`src/rtl/soa_pkg.sv`:
```
// Types, codes and fixed command constants for the sonar rover sequencer.
// No dependencies.
package soa_pkg;

	localparam int CFG_IDX_W = 4;
	localparam int THR_W     = 14;
	localparam int STEP_W    = 7;
	localparam int MS_W      = 10;
	localparam int PWM_W     = 8;
	localparam int DEG_W     = 8;
	localparam int ANGLE_W   = 9;
	localparam int SUM_W     = 17;
	localparam int MODE_W    = 3;
	localparam int KIND_W    = 2;
	localparam int NCMD      = 4;
	localparam int CNT_W     = 3;

	localparam logic [SUM_W-1:0] SUM_MAX = 17'd131071;
	localparam logic [ANGLE_W-1:0] ANGLE_MID = 9'd90;
	localparam logic [DEG_W-1:0] DEG_CENTER = 8'd90;
	localparam logic [DEG_W-1:0] DEG_ZERO = 8'd0;

	// Register indexes
	localparam logic [CFG_IDX_W-1:0] REG_SAFE_DIST      = 4'd0;
	localparam logic [CFG_IDX_W-1:0] REG_BACK_EXIT_DIST = 4'd1;
	localparam logic [CFG_IDX_W-1:0] REG_TOO_CLOSE_DIST = 4'd2;
	localparam logic [CFG_IDX_W-1:0] REG_START_LOW      = 4'd3;
	localparam logic [CFG_IDX_W-1:0] REG_START_HIGH     = 4'd4;
	localparam logic [CFG_IDX_W-1:0] REG_SCAN_STEP_DEG  = 4'd5;
	localparam logic [CFG_IDX_W-1:0] REG_BACKOFF_WAIT   = 4'd6;
	localparam logic [CFG_IDX_W-1:0] REG_TURN_WAIT      = 4'd7;

	// Command kinds
	localparam logic [KIND_W-1:0] KIND_MOTOR = 2'd0;
	localparam logic [KIND_W-1:0] KIND_SERVO = 2'd1;
	localparam logic [KIND_W-1:0] KIND_WAIT  = 2'd2;

	// Reported mode codes
	localparam logic [MODE_W-1:0] MCODE_START   = 3'd0;
	localparam logic [MODE_W-1:0] MCODE_EXPLORE = 3'd1;
	localparam logic [MODE_W-1:0] MCODE_STOP    = 3'd2;
	localparam logic [MODE_W-1:0] MCODE_SCAN    = 3'd3;
	localparam logic [MODE_W-1:0] MCODE_TLEFT   = 3'd4;
	localparam logic [MODE_W-1:0] MCODE_TRIGHT  = 3'd5;
	localparam logic [MODE_W-1:0] MCODE_BACK    = 3'd6;
	localparam logic [MODE_W-1:0] MCODE_UNUSED  = 3'd7;

	// Fixed duty pairs
	localparam logic [PWM_W-1:0] PWM_ZERO     = 8'd0;
	localparam logic [PWM_W-1:0] PWM_F07_L    = 8'd178;
	localparam logic [PWM_W-1:0] PWM_F07_R    = 8'd165;
	localparam logic [PWM_W-1:0] PWM_F08_L    = 8'd204;
	localparam logic [PWM_W-1:0] PWM_F08_R    = 8'd188;
	localparam logic [PWM_W-1:0] PWM_B075_L   = 8'd191;
	localparam logic [PWM_W-1:0] PWM_B075_R   = 8'd181;
	localparam logic [PWM_W-1:0] PWM_B07_L    = 8'd178;
	localparam logic [PWM_W-1:0] PWM_B07_R    = 8'd169;
	localparam logic [PWM_W-1:0] PWM_SINGLE   = 8'd250;

	typedef enum logic [6:0] {
		MODE_START   = 7'b0000001,
		MODE_EXPLORE = 7'b0000010,
		MODE_STOP    = 7'b0000100,
		MODE_SCAN    = 7'b0001000,
		MODE_TLEFT   = 7'b0010000,
		MODE_TRIGHT  = 7'b0100000,
		MODE_BACK    = 7'b1000000
	} mode_t;

	typedef struct packed {
		logic [KIND_W-1:0] kind;
		logic              len;
		logic              lfwd;
		logic [PWM_W-1:0]  lpwm;
		logic              ren;
		logic              rfwd;
		logic [PWM_W-1:0]  rpwm;
		logic [DEG_W-1:0]  deg;
		logic [MS_W-1:0]   wt;
	} cmd_t;

	localparam cmd_t CMD_NONE = '0;

	function automatic cmd_t motor_cmd(logic fwd, logic [PWM_W-1:0] lp,
			logic [PWM_W-1:0] rp);
		cmd_t c;
		c = CMD_NONE;
		c.kind = KIND_MOTOR;
		c.len  = 1'b1;
		c.lfwd = fwd;
		c.lpwm = lp;
		c.ren  = 1'b1;
		c.rfwd = fwd;
		c.rpwm = rp;
		return c;
	endfunction

	function automatic cmd_t left_only_cmd();
		cmd_t c;
		c = CMD_NONE;
		c.kind = KIND_MOTOR;
		c.len  = 1'b1;
		c.lfwd = 1'b1;
		c.lpwm = PWM_SINGLE;
		return c;
	endfunction

	function automatic cmd_t right_only_cmd();
		cmd_t c;
		c = CMD_NONE;
		c.kind = KIND_MOTOR;
		c.ren  = 1'b1;
		c.rfwd = 1'b1;
		c.rpwm = PWM_SINGLE;
		return c;
	endfunction

	function automatic cmd_t servo_cmd(logic [DEG_W-1:0] deg);
		cmd_t c;
		c = CMD_NONE;
		c.kind = KIND_SERVO;
		c.deg  = deg;
		return c;
	endfunction

	function automatic cmd_t wait_cmd(logic [MS_W-1:0] ms);
		cmd_t c;
		c = CMD_NONE;
		c.kind = KIND_WAIT;
		c.wt   = ms;
		return c;
	endfunction

	function automatic logic [MODE_W-1:0] mode_code(mode_t m);
		logic [MODE_W-1:0] r;
		case (m)
			MODE_START:   r = MCODE_START;
			MODE_EXPLORE: r = MCODE_EXPLORE;
			MODE_STOP:    r = MCODE_STOP;
			MODE_SCAN:    r = MCODE_SCAN;
			MODE_TLEFT:   r = MCODE_TLEFT;
			MODE_TRIGHT:  r = MCODE_TRIGHT;
			MODE_BACK:    r = MCODE_BACK;
			default:      r = MCODE_UNUSED;
		endcase
		return r;
	endfunction

endpackage

```
`src/rtl/sonar_obstacle_avoid_sequencer_top.sv`:
```
// Top level of the sonar rover sequencer: input register, step logic,
// command buffer and configuration registers. Depends on soa_pkg.
//
// Each accepted distance sample is registered, then the step logic updates
// the mode and scan state and loads zero to four commands into a four-entry
// command buffer, which presents one command per cycle while out_ready is
// high. A new sample is taken into the input register while the previous
// one's commands drain; it is loaded once the buffer is empty or its last
// command is transferring. The first command of a sample appears once the
// sample is loaded into the buffer. Configuration writes are taken every
// cycle.
module sonar_obstacle_avoid_sequencer_top
	import soa_pkg::*;
#(
	parameter int DIST_BITS      = 14,
	parameter int SCAN_LIMIT_DEG = 180
) (
	input  logic                  clk,
	input  logic                  arst_n,
	input  logic                  in_valid,
	output logic                  in_ready,
	input  logic [DIST_BITS-1:0]  distance_mm,
	output logic                  out_valid,
	input  logic                  out_ready,
	output logic [KIND_W-1:0]     cmd_kind,
	output logic                  left_en,
	output logic                  left_fwd,
	output logic [PWM_W-1:0]      left_pwm,
	output logic                  right_en,
	output logic                  right_fwd,
	output logic [PWM_W-1:0]      right_pwm,
	output logic [DEG_W-1:0]      servo_deg,
	output logic [MS_W-1:0]       wait_ms,
	output logic [MODE_W-1:0]     mode_now,
	output logic                  last,
	input  logic                  cfg_valid,
	output logic                  cfg_ready,
	input  logic [CFG_IDX_W-1:0]  cfg_index,
	input  logic [THR_W-1:0]      cfg_data
);

	localparam int CMP_W = (DIST_BITS > THR_W) ? DIST_BITS : THR_W;
	localparam int ADD_W = ((DIST_BITS > SUM_W) ? DIST_BITS : SUM_W) + 1;

	// Configuration
	logic [THR_W-1:0]  safe_dist_q, back_exit_q, too_close_q, start_low_q, start_high_q;
	logic [STEP_W-1:0] scan_step_q;
	logic [MS_W-1:0]   backoff_wait_q, turn_wait_q;

	// Input stage
	logic                 v_s1;
	logic [DIST_BITS-1:0] d_s1;

	// Sequencer state
	mode_t              mode_q, mode_d;
	logic               scan_begun_q, scan_begun_d;
	logic [ANGLE_W-1:0] scan_angle_q, scan_angle_d;
	logic [SUM_W-1:0]   lsum_q, lsum_d, rsum_q, rsum_d;

	// Command buffer
	cmd_t            buf_q [NCMD];
	cmd_t            buf_d [NCMD];
	logic [CNT_W-1:0] rem_q, n_d;

	logic                 load, xfer;
	logic [CMP_W-1:0]     dx;
	logic [ADD_W-1:0]     radd, ladd;
	logic [SUM_W-1:0]     rsat, lsat;
	logic [STEP_W-1:0]    step;

	assign cfg_ready = 1'b1;

	always_ff @(posedge clk or negedge arst_n) begin
		if (!arst_n) begin
			safe_dist_q    <= 14'd150;
			back_exit_q    <= 14'd225;
			too_close_q    <= 14'd60;
			start_low_q    <= 14'd50;
			start_high_q   <= 14'd120;
			scan_step_q    <= 7'd15;
			backoff_wait_q <= 10'd300;
			turn_wait_q    <= 10'd300;
		end else if (cfg_valid) begin
			case (cfg_index)
				REG_SAFE_DIST:      safe_dist_q    <= cfg_data;
				REG_BACK_EXIT_DIST: back_exit_q    <= cfg_data;
				REG_TOO_CLOSE_DIST: too_close_q    <= cfg_data;
				REG_START_LOW:      start_low_q    <= cfg_data;
				REG_START_HIGH:     start_high_q   <= cfg_data;
				REG_SCAN_STEP_DEG:  scan_step_q    <= cfg_data[STEP_W-1:0];
				REG_BACKOFF_WAIT:   backoff_wait_q <= cfg_data[MS_W-1:0];
				REG_TURN_WAIT:      turn_wait_q    <= cfg_data[MS_W-1:0];
				default: begin
				end
			endcase
		end
	end

	assign out_valid = (rem_q != '0);
	assign xfer      = out_valid && out_ready;
	assign load      = v_s1 && ((rem_q == '0) || (rem_q == CNT_W'(1) && out_ready));
	assign in_ready  = !v_s1 || load;

	always_ff @(posedge clk or negedge arst_n) begin
		if (!arst_n) begin
			v_s1 <= 1'b0;
		end else if (in_ready) begin
			v_s1 <= in_valid;
		end
	end

	always_ff @(posedge clk) begin
		if (in_ready && in_valid) begin
			d_s1 <= distance_mm;
		end
	end

	assign dx   = CMP_W'(d_s1);
	assign step = (scan_step_q == '0) ? STEP_W'(1) : scan_step_q;
	assign radd = ADD_W'(rsum_q) + ADD_W'(d_s1);
	assign ladd = ADD_W'(lsum_q) + ADD_W'(d_s1);
	assign rsat = (radd > ADD_W'(SUM_MAX)) ? SUM_MAX : radd[SUM_W-1:0];
	assign lsat = (ladd > ADD_W'(SUM_MAX)) ? SUM_MAX : ladd[SUM_W-1:0];

	always_comb begin
		mode_d       = mode_q;
		scan_begun_d = scan_begun_q;
		scan_angle_d = scan_angle_q;
		lsum_d       = lsum_q;
		rsum_d       = rsum_q;
		n_d          = '0;
		for (int i = 0; i < NCMD; i++) begin
			buf_d[i] = CMD_NONE;
		end
		case (mode_q)
			MODE_EXPLORE: begin
				if (dx < CMP_W'(safe_dist_q)) begin
					buf_d[0] = motor_cmd(1'b0, PWM_ZERO, PWM_ZERO);
					n_d      = CNT_W'(1);
					mode_d   = MODE_STOP;
				end
			end
			MODE_BACK: begin
				if (dx > CMP_W'(back_exit_q)) begin
					buf_d[0] = motor_cmd(1'b0, PWM_ZERO, PWM_ZERO);
					n_d      = CNT_W'(1);
					mode_d   = MODE_STOP;
				end
			end
			MODE_STOP: begin
				if (dx < CMP_W'(too_close_q)) begin
					buf_d[0] = motor_cmd(1'b0, PWM_B075_L, PWM_B075_R);
					n_d      = CNT_W'(1);
					mode_d   = MODE_BACK;
				end else begin
					mode_d = MODE_SCAN;
				end
			end
			MODE_START: begin
				buf_d[0] = motor_cmd(1'b0, PWM_ZERO, PWM_ZERO);
				buf_d[1] = servo_cmd(DEG_CENTER);
				n_d      = CNT_W'(2);
				if (dx > CMP_W'(start_low_q) && dx < CMP_W'(start_high_q)) begin
					buf_d[2] = motor_cmd(1'b1, PWM_F07_L, PWM_F07_R);
					n_d      = CNT_W'(3);
					mode_d   = MODE_EXPLORE;
				end
			end
			MODE_SCAN: begin
				if (!scan_begun_q) begin
					buf_d[0]     = motor_cmd(1'b0, PWM_B07_L, PWM_B07_R);
					buf_d[1]     = wait_cmd(backoff_wait_q);
					buf_d[2]     = motor_cmd(1'b0, PWM_ZERO, PWM_ZERO);
					buf_d[3]     = servo_cmd(DEG_ZERO);
					n_d          = CNT_W'(4);
					scan_begun_d = 1'b1;
					scan_angle_d = '0;
				end else if (scan_angle_q <= ANGLE_W'(SCAN_LIMIT_DEG)) begin
					if (scan_angle_q < ANGLE_MID) begin
						rsum_d = rsat;
					end else begin
						lsum_d = lsat;
					end
					buf_d[0]     = servo_cmd(scan_angle_q[DEG_W-1:0]);
					n_d          = CNT_W'(1);
					scan_angle_d = scan_angle_q + ANGLE_W'(step);
				end else begin
					buf_d[0]     = servo_cmd(DEG_CENTER);
					n_d          = CNT_W'(1);
					mode_d       = (lsum_q > rsum_q) ? MODE_TLEFT : MODE_TRIGHT;
					lsum_d       = '0;
					rsum_d       = '0;
					scan_begun_d = 1'b0;
					scan_angle_d = '0;
				end
			end
			MODE_TLEFT: begin
				buf_d[0] = right_only_cmd();
				buf_d[1] = wait_cmd(turn_wait_q);
				buf_d[2] = motor_cmd(1'b1, PWM_F08_L, PWM_F08_R);
				n_d      = CNT_W'(3);
				mode_d   = MODE_EXPLORE;
			end
			MODE_TRIGHT: begin
				buf_d[0] = left_only_cmd();
				buf_d[1] = wait_cmd(turn_wait_q);
				buf_d[2] = motor_cmd(1'b1, PWM_F08_L, PWM_F08_R);
				n_d      = CNT_W'(3);
				mode_d   = MODE_EXPLORE;
			end
			default: begin
				buf_d[0] = motor_cmd(1'b0, PWM_ZERO, PWM_ZERO);
				n_d      = CNT_W'(1);
				mode_d   = MODE_START;
			end
		endcase
	end

	always_ff @(posedge clk or negedge arst_n) begin
		if (!arst_n) begin
			mode_q       <= MODE_START;
			scan_begun_q <= 1'b0;
			scan_angle_q <= '0;
			lsum_q       <= '0;
			rsum_q       <= '0;
			rem_q        <= '0;
		end else if (load) begin
			mode_q       <= mode_d;
			scan_begun_q <= scan_begun_d;
			scan_angle_q <= scan_angle_d;
			lsum_q       <= lsum_d;
			rsum_q       <= rsum_d;
			rem_q        <= n_d;
		end else if (xfer) begin
			rem_q <= rem_q - CNT_W'(1);
		end
	end

	always_ff @(posedge clk) begin
		if (load) begin
			for (int i = 0; i < NCMD; i++) begin
				buf_q[i] <= buf_d[i];
			end
		end else if (xfer) begin
			for (int i = 0; i < NCMD - 1; i++) begin
				buf_q[i] <= buf_q[i+1];
			end
			buf_q[NCMD-1] <= CMD_NONE;
		end
	end

	assign cmd_kind  = buf_q[0].kind;
	assign left_en   = buf_q[0].len;
	assign left_fwd  = buf_q[0].lfwd;
	assign left_pwm  = buf_q[0].lpwm;
	assign right_en  = buf_q[0].ren;
	assign right_fwd = buf_q[0].rfwd;
	assign right_pwm = buf_q[0].rpwm;
	assign servo_deg = buf_q[0].deg;
	assign wait_ms   = buf_q[0].wt;
	assign mode_now  = mode_code(mode_q);
	assign last      = (rem_q == CNT_W'(1));

endmodule

```
`config.mk`:
```
export PLATFORM = sky130hd
export DESIGN_NAME = sonar_obstacle_avoid_sequencer_top
export DESIGN_NICKNAME = d
export VERILOG_FILES = /design/src/rtl/soa_pkg.sv /design/src/rtl/sonar_obstacle_avoid_sequencer_top.sv
export SDC_FILE = /design/constraint.sdc
export NUM_CORES = 1
export LEC_CHECK = 0
export BUFFER_PORTS_ARGS = -buffer_cell sky130_fd_sc_hd__buf_2
export CAP_MARGIN = 25
export CORE_MARGIN = 4
export CORE_UTILIZATION = 56
export CTS_CLUSTER_SIZE = 10
export DETAILED_ROUTE_END_ITERATION = 10
export GPL_TIMING_DRIVEN = 0
export PLACE_DENSITY = 0.73
export SYNTH_ARGS = -nofsm -noshare
export SYNTH_HDL_FRONTEND = slang
export SYNTH_SLANG_ARGS = --single-unit
```
`constraint.sdc`:
```
create_clock -name clk -period 2.65 [get_ports clk]
set_input_delay 0.3975 -clock clk [delete_from_list [all_inputs] [get_ports clk]]
set_output_delay 0.3975 -clock clk [all_outputs]
set_load 0.05 [all_outputs]
```
* After elaboration in Yosys (flattened, before gate mapping)
Memory sizes are Yosys's and may differ from the RTL's.
Cells that the tools add are included.
** Word-level totals
- Register bits after elaboration :: 166
- Bits in writable memories :: 160
- Bits of input ports :: 37
- Logic and storage cells :: 130
- Memories :: 1
** Cells by class
- Add/sub/neg operators :: 4
- $lt $le $gt $ge :: 10
- Equal/unequal tests :: 22
- Multiplexer cells :: 47
- Bitwise logic cells :: 4
- Reduce and logical (&&, ||, !) cells :: 26
** Memory list
- buf_q :: depth 4, width 40, read ports 4, clocked after Yosys merged registers in 0, wr ports 4, line sonar_obstacle_avoid_sequencer_top.sv:61 : cmd_t buf_q [NCMD];
** Operators by type and width (number)
- 40-bit one-hot mux with 6 select lines :: 1
- 80-bit one-hot mux with 3 select lines :: 1
- 40-bit 2-to-1 mux :: 5
- 38-bit 2-to-1 mux :: 4
- 120-bit 2-to-1 mux :: 1
- 17-bit 2-to-1 mux :: 6
- 7-bit 2-to-1 mux :: 7
- 14-bit < comparator :: 3
- 7-bit one-hot mux with 6 select lines :: 1
- 39-bit 2-to-1 mux :: 1
- 17-bit by 14-bit adder with 18-bit output :: 2
- 18-bit by 17-bit greater-than comparator with 1-bit output, second input constant :: 2
- 14-bit greater-than comparator :: 2
- 3-bit one-hot mux with 7 select lines :: 1
- 18-bit 2-to-1 mux :: 1
- 9-bit 2-to-1 mux :: 2
- 3-bit one-hot mux with 6 select lines :: 1
- 2-bit AND reduction :: 9
- 17-bit greater-than comparator :: 1
- 4-bit by 3-bit equality test with 1-bit output, second input constant :: 4
- 2-bit != test, second input constant :: 6
- 1-bit 2-to-1 mux :: 11
- 9-bit by 7-bit adder with 9-bit output :: 1
- 9-bit by 8-bit less-or-equal comparator with 1-bit output, second input constant :: 1
- other kinds (27) :: 39

* Longest topological paths before layout
Gate-level depths: netlist of the first run.
- Word-level depth :: 7
- Mapped depth :: 11

* Worst setup path before layout of the first run
Ideal clock, no wire load.
- Kind :: reg2reg
- Start point :: reg rem_q[0]
- End point :: mem buf_q[0][0] (netlist name), enable pin
- Setup time :: 0.413 ns
- Arrival :: 2.437 ns
- Setup slack :: -0.200 ns
- Stages on the path, launching flop included :: 6
- Period minus slack after synthesis :: 2.850 ns
- Cell sequence :: dfrtp_1 > inv_1 > ha_1 > nand2_1 > mux2i_1 > inv_1
** RTL lines
- start: declaration :: line sonar_obstacle_avoid_sequencer_top.sv:63 : logic [CNT_W-1:0] rem_q, n_d;
- start signal: assignment :: line sonar_obstacle_avoid_sequencer_top.sv:233 : rem_q <= n_d;
- start signal: assignment :: line sonar_obstacle_avoid_sequencer_top.sv:235 : rem_q <= rem_q - CNT_W'(1);
- end: declaration :: line sonar_obstacle_avoid_sequencer_top.sv:61

* Final worst setup path of the first run
- Start point :: reg mode_q[6]
- End point :: out mode_now[1]
** Between the ends
- Cells in the longest elaborated chain, start to end :: 2
** Ends and longest elaborated chain
- start: declaration :: line sonar_obstacle_avoid_sequencer_top.sv:55 : mode_t mode_q, mode_d;
- start signal: assignment :: line sonar_obstacle_avoid_sequencer_top.sv:228 : mode_q <= mode_d;
- 7-bit equality test (tied with other cells) :: line soa_pkg.sv:136 : case (m)
- 3-bit one-hot mux with 7 select lines * :: line soa_pkg.sv:136
- end: declaration :: line sonar_obstacle_avoid_sequencer_top.sv:34 : output logic [MODE_W-1:0] mode_now,
Every way passes the cells marked *; elsewhere a longest branch is shown, timed or not.

==> metrics.txt, run 1 <==
Hold EP=d_s1[10]; CP Class=reg2out; Fin. Hold Viols=0; max-cap viol count=0; Initial DRT Pass Iterations=4; failing checks=setup timing; DP Wirelength=21,680 µm; Post-DRT Antenna Nets=0; # diodes=0; worst-path maximum fanout=5; Avg Cell Area, Syn=10.56 µm²; Clock Tree Buf Depth=3; clock sink count=225; DRT Wirelength=31,350 µm; row count=56; Root Driver=clkbuf_16; Layout fillers=1,851; Die Wd=162.0 µm; startpoint types=flip-flop; reg-to-reg endpoint=buf_q[0][37]; post-route cell area=15,690 µm²; Reg2Reg Depth=8; Initial Util=0.5674; LEAKAGE=7.260 nW; hold_sp=distance_mm[10]; Worst Setup Slack, final=-0.006208 ns; Die Span Y=162.0 µm; dpl ws=-0.2262 ns; worst hold path depth=1; Clock transition at path regs=0.06 ns; period utilisation layout=1.002; slew of the pin with the lowest slew margin=0.8663 ns; CTS Buf Count=27; Final setup violation count=1; M1 wire length=13,740 µm; top_reg_cell synth=dfrtp_1; vias in the first global route=9,918; DRC viols=0; CP max stage delay=0.45 ns; core box area=23,400 µm²; slowest CP cell=dfrtp_2; share of layout cells above drive strength 1=0.2863; Nets=1,587; Max Slew Vio Count=0; Area Growth Syn to Fin=18.16%; DRT iter0 DRCs=462; metal3 WL=1579 µm; IO Port Bufs=82; fin crit period=2.656 ns; vias per std cell=5.683; I/O Pins=84; Placer Congestion=0.9287; CTS tree=built; Worst EP required=2.25 ns; RSZ-0062 raised after global routing=yes; worst r2r src=d_s1[3]; Mapped Cells=1,258; post-placement cell area=14,150 µm²; Max IR drop VDD=0.7522 mV; Synthesis Warnings=0; clk_lat worst skew=0.53 ns; Worst Hold Class=in2reg; clk_skew=0.01190 ns; initial antenna violation count=0; first-pass GRT wire length=50,120 µm; Via Count=10,030; Synth Cell Area=13,280 µm²; slew margin rel.=0.4203; GRT Total Usage=0.2365; R2R setup slack=0.02 ns; WL/cell=17.76 µm; number of synthesized flops with an enable pin=73; critical path data arrival time=2.26 ns; Yosys reg bits=225; top layer in use=met4; H-tree depth=1; fraction of registers with async set/reset=0.6756; status=finished, violations left; CP endpoint kind=primary output; met2 routed WL=14,860 µm; worst path cell trace=nor3_4 -> buf_6 -> nand2_1 -> nor3_4 -> nor2_1 -> nand4_1 -> nand2_1 -> buf_6; grt total ovfl=0; total chip power=14.50 mW; sequential element share of the synthesized area=0.4545; pin count of the biggest net entering global routing=91; highest clock rate=0.3765 GHz; Die ar.=26,240 µm²; Netlist cell types=89; worst hold slack=0.04011 ns; Pwr per Cell Area=924.2 nW/µm²; syn_nets=1,420; Util after Layout=0.6704
placed cells by master, fill, tap and decap left out, drive strengths merged, types with 4 or more instances in the layout:
cell type	synthesis	layout
o21bai	5	5
buf	52	189
a31oi	11	11
o31ai	6	6
o211ai	7	7
nor3b	6	6
nand3	23	23
nor3	13	13
and3	12	12
nand2	116	116
a21oi	74	74
and2	24	24
nand2b	13	13
nor2b	15	15
clkbuf	19	66
a211oi	12	12
ha	122	122
nor4b	4	4
a22o	10	10
inv	112	112
mux2	86	86
edfxtp	73	73
dfstp	32	32
a2111oi	5	5
a21o	17	17
mux2i	5	5
o21ai	85	85
o21a	8	8
nor2	54	54
nor4	10	10
xor2	14	14
dfrtp	120	120
nand4	22	22
xnor2	12	12
nand3b	5	5
cell usage after synthesis, drive strengths merged, types with 6 or more instances:
library cell  number  share of area
a211oi            12         0.0085
a21o              17         0.0097
a21oi             74          0.029
a22o              10         0.0066
a31oi             11         0.0052
and2              24          0.011
and3              12         0.0058
buf               52          0.028
clkbuf            19         0.0054
dfrtp            120           0.23
dfstp             32          0.063
edfxtp            73           0.17
ha               122           0.11
inv              112          0.032
mux2              86          0.073
nand2            116          0.033
nand2b            13         0.0061
nand3             23         0.0094
nand4             22          0.011
nor2              54          0.016
nor2b             15         0.0073
nor3              13         0.0053
nor3b              6         0.0041
nor4              10         0.0047
o211ai             7         0.0040
o21a               8         0.0045
o21ai             85          0.032
o31ai              6         0.0038
xnor2             12         0.0079
xor2              14         0.0092
power by group:
group	total, mW	switching, mW	internal, mW
Sequential	5.05	0.410	4.64
Clock	3.44	1.37	2.08
Combinational	6.00	3.67	2.34
Total	14.5	5.44	9.06
per-layer routing:
metal  vias up  GRT usage
met4         0    0.08843
met1      4843     0.3208
met5         -          0
met3        78    0.03070
met2       280     0.3917
li1       4830          -
worst max path at each step:
stage,depth (start not counted),from,to
detailed placement,9,d_s1[1],lsum_q[16]
floorplan,5,rem_q[0],buf_q[0][0]
global placement,1,arst_n,safe_dist_q[6]
global route,8,d_s1[12],buf_q[0][37]
finish,8,mode_q[6],mode_now[1]
CTS,6,mode_q[5],mode_now[0]
cell type report:
class                      instances  area, µm²  area share
clock buffer                      47      780.7     0.04976
sequential                       225       6038      0.3848
timing repair buffer             140      930.9     0.05933
clock inverter                     3      43.79    0.002791
multi-input combinational        850       6618      0.4218
tap                              319      399.1     0.02544
buffer                            69      455.4     0.02903
inverter                         112      424.2     0.02703
sequential cells by signal, indices dropped and copies added, names as in the netlist:
name / cells
back_exit_q: 14
backoff_wait_q: 10
buf_q: 59
d_s1: 14
lsum_q: 17
mode_q: 7
rem_q: 3
rsum_q: 17
safe_dist_q: 14
scan_angle_q: 9
scan_begun_q: 1
scan_step_q: 7
start_high_q: 14
start_low_q: 14
too_close_q: 14
turn_wait_q: 10
v_s1: 1
per-stage QoR:
step / setup TNS, ns / instances
finish: -0.006208 / 1765
global route: -0.9399 / 1765
CTS: 0 / 1756
detailed placement: -4.624 / 1661
global placement: -156.94 / 1659
floorplan: 0 / 1258
worst max-delay path, delay by kind of cell (launching register included):
| family | cells | cell delay [ns] |
|---|---|---|
| buffers and inverters | 2 | 0.33 |
| flip-flops | 1 | 0.45 |
| AND/OR/NAND/NOR | 6 | 0.95 |
repair_timing:
| item | in CTS | in global routing |
|---|---|---|
| endpoints found under the hold margin | 61 | 0 |
| pin swaps | 9 | 18 |
| resized for setup | 21 | 40 |
| buffers inserted | 46 | 9 |
| setup endpoints to repair | 40 | 42 |
| hold buffers | 1 | 0 |
cell families (layout without fill, tap and decap cells):
kind of cell	after synthesis	after routing	share of synthesized area
other	1	1	0.0002824
AOI/OAI and AO/OA	273	273	0.1340
DFF	225	225	0.4545
xor gates and xnor gates	26	26	0.01715
and+or+nand+nor	334	334	0.1325
buffers and inverters	183	371	0.06539
adders and majority gates	125	125	0.1195
muxes	91	91	0.07670
Power figures use the tool's default switching activity.
==> inputs of run 2 (changes only) <==
--- a/config.mk
+++ b/config.mk
@@ -16,3 +16,4 @@
 export SYNTH_ARGS = -nofsm -noshare
 export SYNTH_HDL_FRONTEND = slang
 export SYNTH_SLANG_ARGS = --single-unit
+export TNS_END_PERCENT = 20
==> run 2 against run 1 <==
Global-route usage about the same; non-clock buffer count decreased by 3; flip-flop and latch count stayed put; the run now ends clean; wire length is 0.28% lower; critical path depth is the same; highest routed layer unchanged; clock-buffer cell count unchanged; final cell count is 0.17% lower; core utilization fell by 0.30 points; clock power about the same; via count decreased by 0.12%.
==> metrics.txt, run 2 (same netlist as run 1, synthesis figures left out) <==
status=complete, no violations; IO Port Bufs=82; leading cell type in the layout, fill and taps excluded=dfrtp_1; post-placement cell area=14,150 µm²; CP max stage delay=0.50 ns; core box area=23,400 µm²; Clock Tree Buf Depth=3; vias in the first global route=9,897; Die ar.=26,240 µm²; period utilisation layout=0.9994; Largest regs=buf_q: 59 flops, lsum_q: 17 flops, rsum_q: 17 flops; H-tree depth=1; Pwr per Cell Area=924.5 nW/µm²; first-pass GRT wire length=50,070 µm; RSZ-0062 raised after global routing=yes; grt total ovfl=0; GRT Total Usage=0.2362; CP endpoint kind=flip-flop; critical path data arrival time=2.93 ns; sequential power share=0.350; slew margin rel.=0.4108; Worst EP required=2.93 ns; worst-path maximum fanout=4; Clock transition at path regs=0.06 ns; vias per std cell=5.686; Root Driver=clkbuf_16; worst path cell trace=buf_4 -> ha_1 -> nand3_2 -> a21oi_1 -> o41ai_2 -> a21oi_1 -> a211o_1 -> o32a_1; P_sw=5.408 mW; # diodes=0; Die Span Y=162.0 µm; dpl ws=-0.2262 ns; max-cap viol count=0; Non-Filler Instances=1,762; startpoint types=flip-flop; worst hold slack=0.03904 ns; Buf+Inv Stages, Crit Path=1; clk_skew=0.009582 ns; CTS tree=built; Max Slew Vio Count=0; clock sink count=225; share of layout cells above drive strength 1=0.2821; Fin. Hold Viols=0; DRC viols=0; fin crit period=2.648 ns; Initial DRT Pass Iterations=5; CTS Buf Count=27; I/O Pins=84; Largest Register=buf_q; Layout fillers=1,862; Die Wd=162.0 µm; FF/Latch Area=6038 µm²; Worst Hold Class=in2reg; area of the multi-input gates=6568 µm²; slew of the pin with the lowest slew margin=0.8805 ns; switch share=0.3745; post-route cell area=15,620 µm²; Placer Congestion=0.9287; DRT Wirelength=31,260 µm; DRT iter0 DRCs=505; Worst Setup Slack, final=0.001559 ns; TNS Setup=0 ns; clock share of power=0.238; initial antenna violation count=0; highest clock rate=0.3776 GHz; slowest CP cell=edfxtp_1; Post-DRT Antenna Nets=0; LEAKAGE=7.212 nW; Via Count=10,020; CP Class=reg2reg; pin count of the biggest net entering global routing=91; clk_lat worst skew=0.53 ns; number of flip-flops in the largest register=59; WL/cell=17.74 µm; dpl cells=1,661; Crit path top cell by count=a21oi_1; Initial Util=0.5674; Max IR drop VDD=0.7535 mV; Area Growth Syn to Fin=17.62%; Nets=1,584; Pint=9.032 mW; Final setup violation count=0; CP top delay family=compound AO/OA/AOI/OAI gates; DP Wirelength=21,680 µm; combinational share of power=0.412; most frequent cells in the layout=dfrtp_1, ha_1, nand2_1, inv_1, buf_4; row count=56
## run 2: final timing paths
| path | end | from | depth (start not counted) | slack [ns] |
|---|---|---|---|---|
| setup / recovery | buf_q[0][37] | d_s1[3] | 8 | 0.002 |
| hold reg to reg | rem_q[1] | rem_q[1] | 2 | 0.49 |
| hold / removal | d_s1[10] | distance_mm[10] | 1 | 0.04 |
| setup reg to reg | buf_q[0][37] | d_s1[3] | 8 | 0.002 |
| min in group asynchronous | scan_angle_q[6] | arst_n | 2 | 0.42 |
| max in group asynchronous | start_low_q[4] | arst_n | 3 | 1.34 |
## run 2: power by group through the flow
stage	Sequential (mW)	Clock (mW)	Combinational, mW
5_1_grt	5.14	3.64	6.48
3_5_place_dp	5.26	0	5.09
2_1_floorplan	5.12	0	3.92
4_1_cts	5.04	3.50	5.72
3_3_place_gp	5.24	0	4.92
6_report	5.05	3.43	5.95
## run 2: final cells by class
class | count | share of cell area
plain buffers | 69 | 0.02940
repair buffers | 137 | 0.05800
multi-input cells | 850 | 0.4205
clock inverters | 3 | 0.002804
clock buffers | 47 | 0.04999
inverters | 112 | 0.02716
well taps | 319 | 0.02555
flip-flops and latches | 225 | 0.3866
## run 2: repair_timing
action                                  in CTS  in global routing
endpoints found under the setup margin      40                 42
resized for setup                           22                 32
hold buffers                                 1                  0
hold endpoints to repair                    61                  0
setup buffers                               44                  8
pin swaps                                    8                 13
## run 2: layer usage
metal	wire (µm)	track usage
met5	0	0
met2	14740	0.3952
met3	1566	0.03020
met4	1099	0.08035
met1	13850	0.3210
## run 2: metrics by stage
| stage | utilization | power (mW) |
|---|---|---|
| floorplan | - | 9.042 |
| detailed placement | 0.6048 | 10.35 |
| global placement | 0.6025 | 10.16 |
| finish | 0.6674 | 14.44 |
| global route | 0.6674 | 15.26 |
| CTS | 0.6585 | 14.26 |
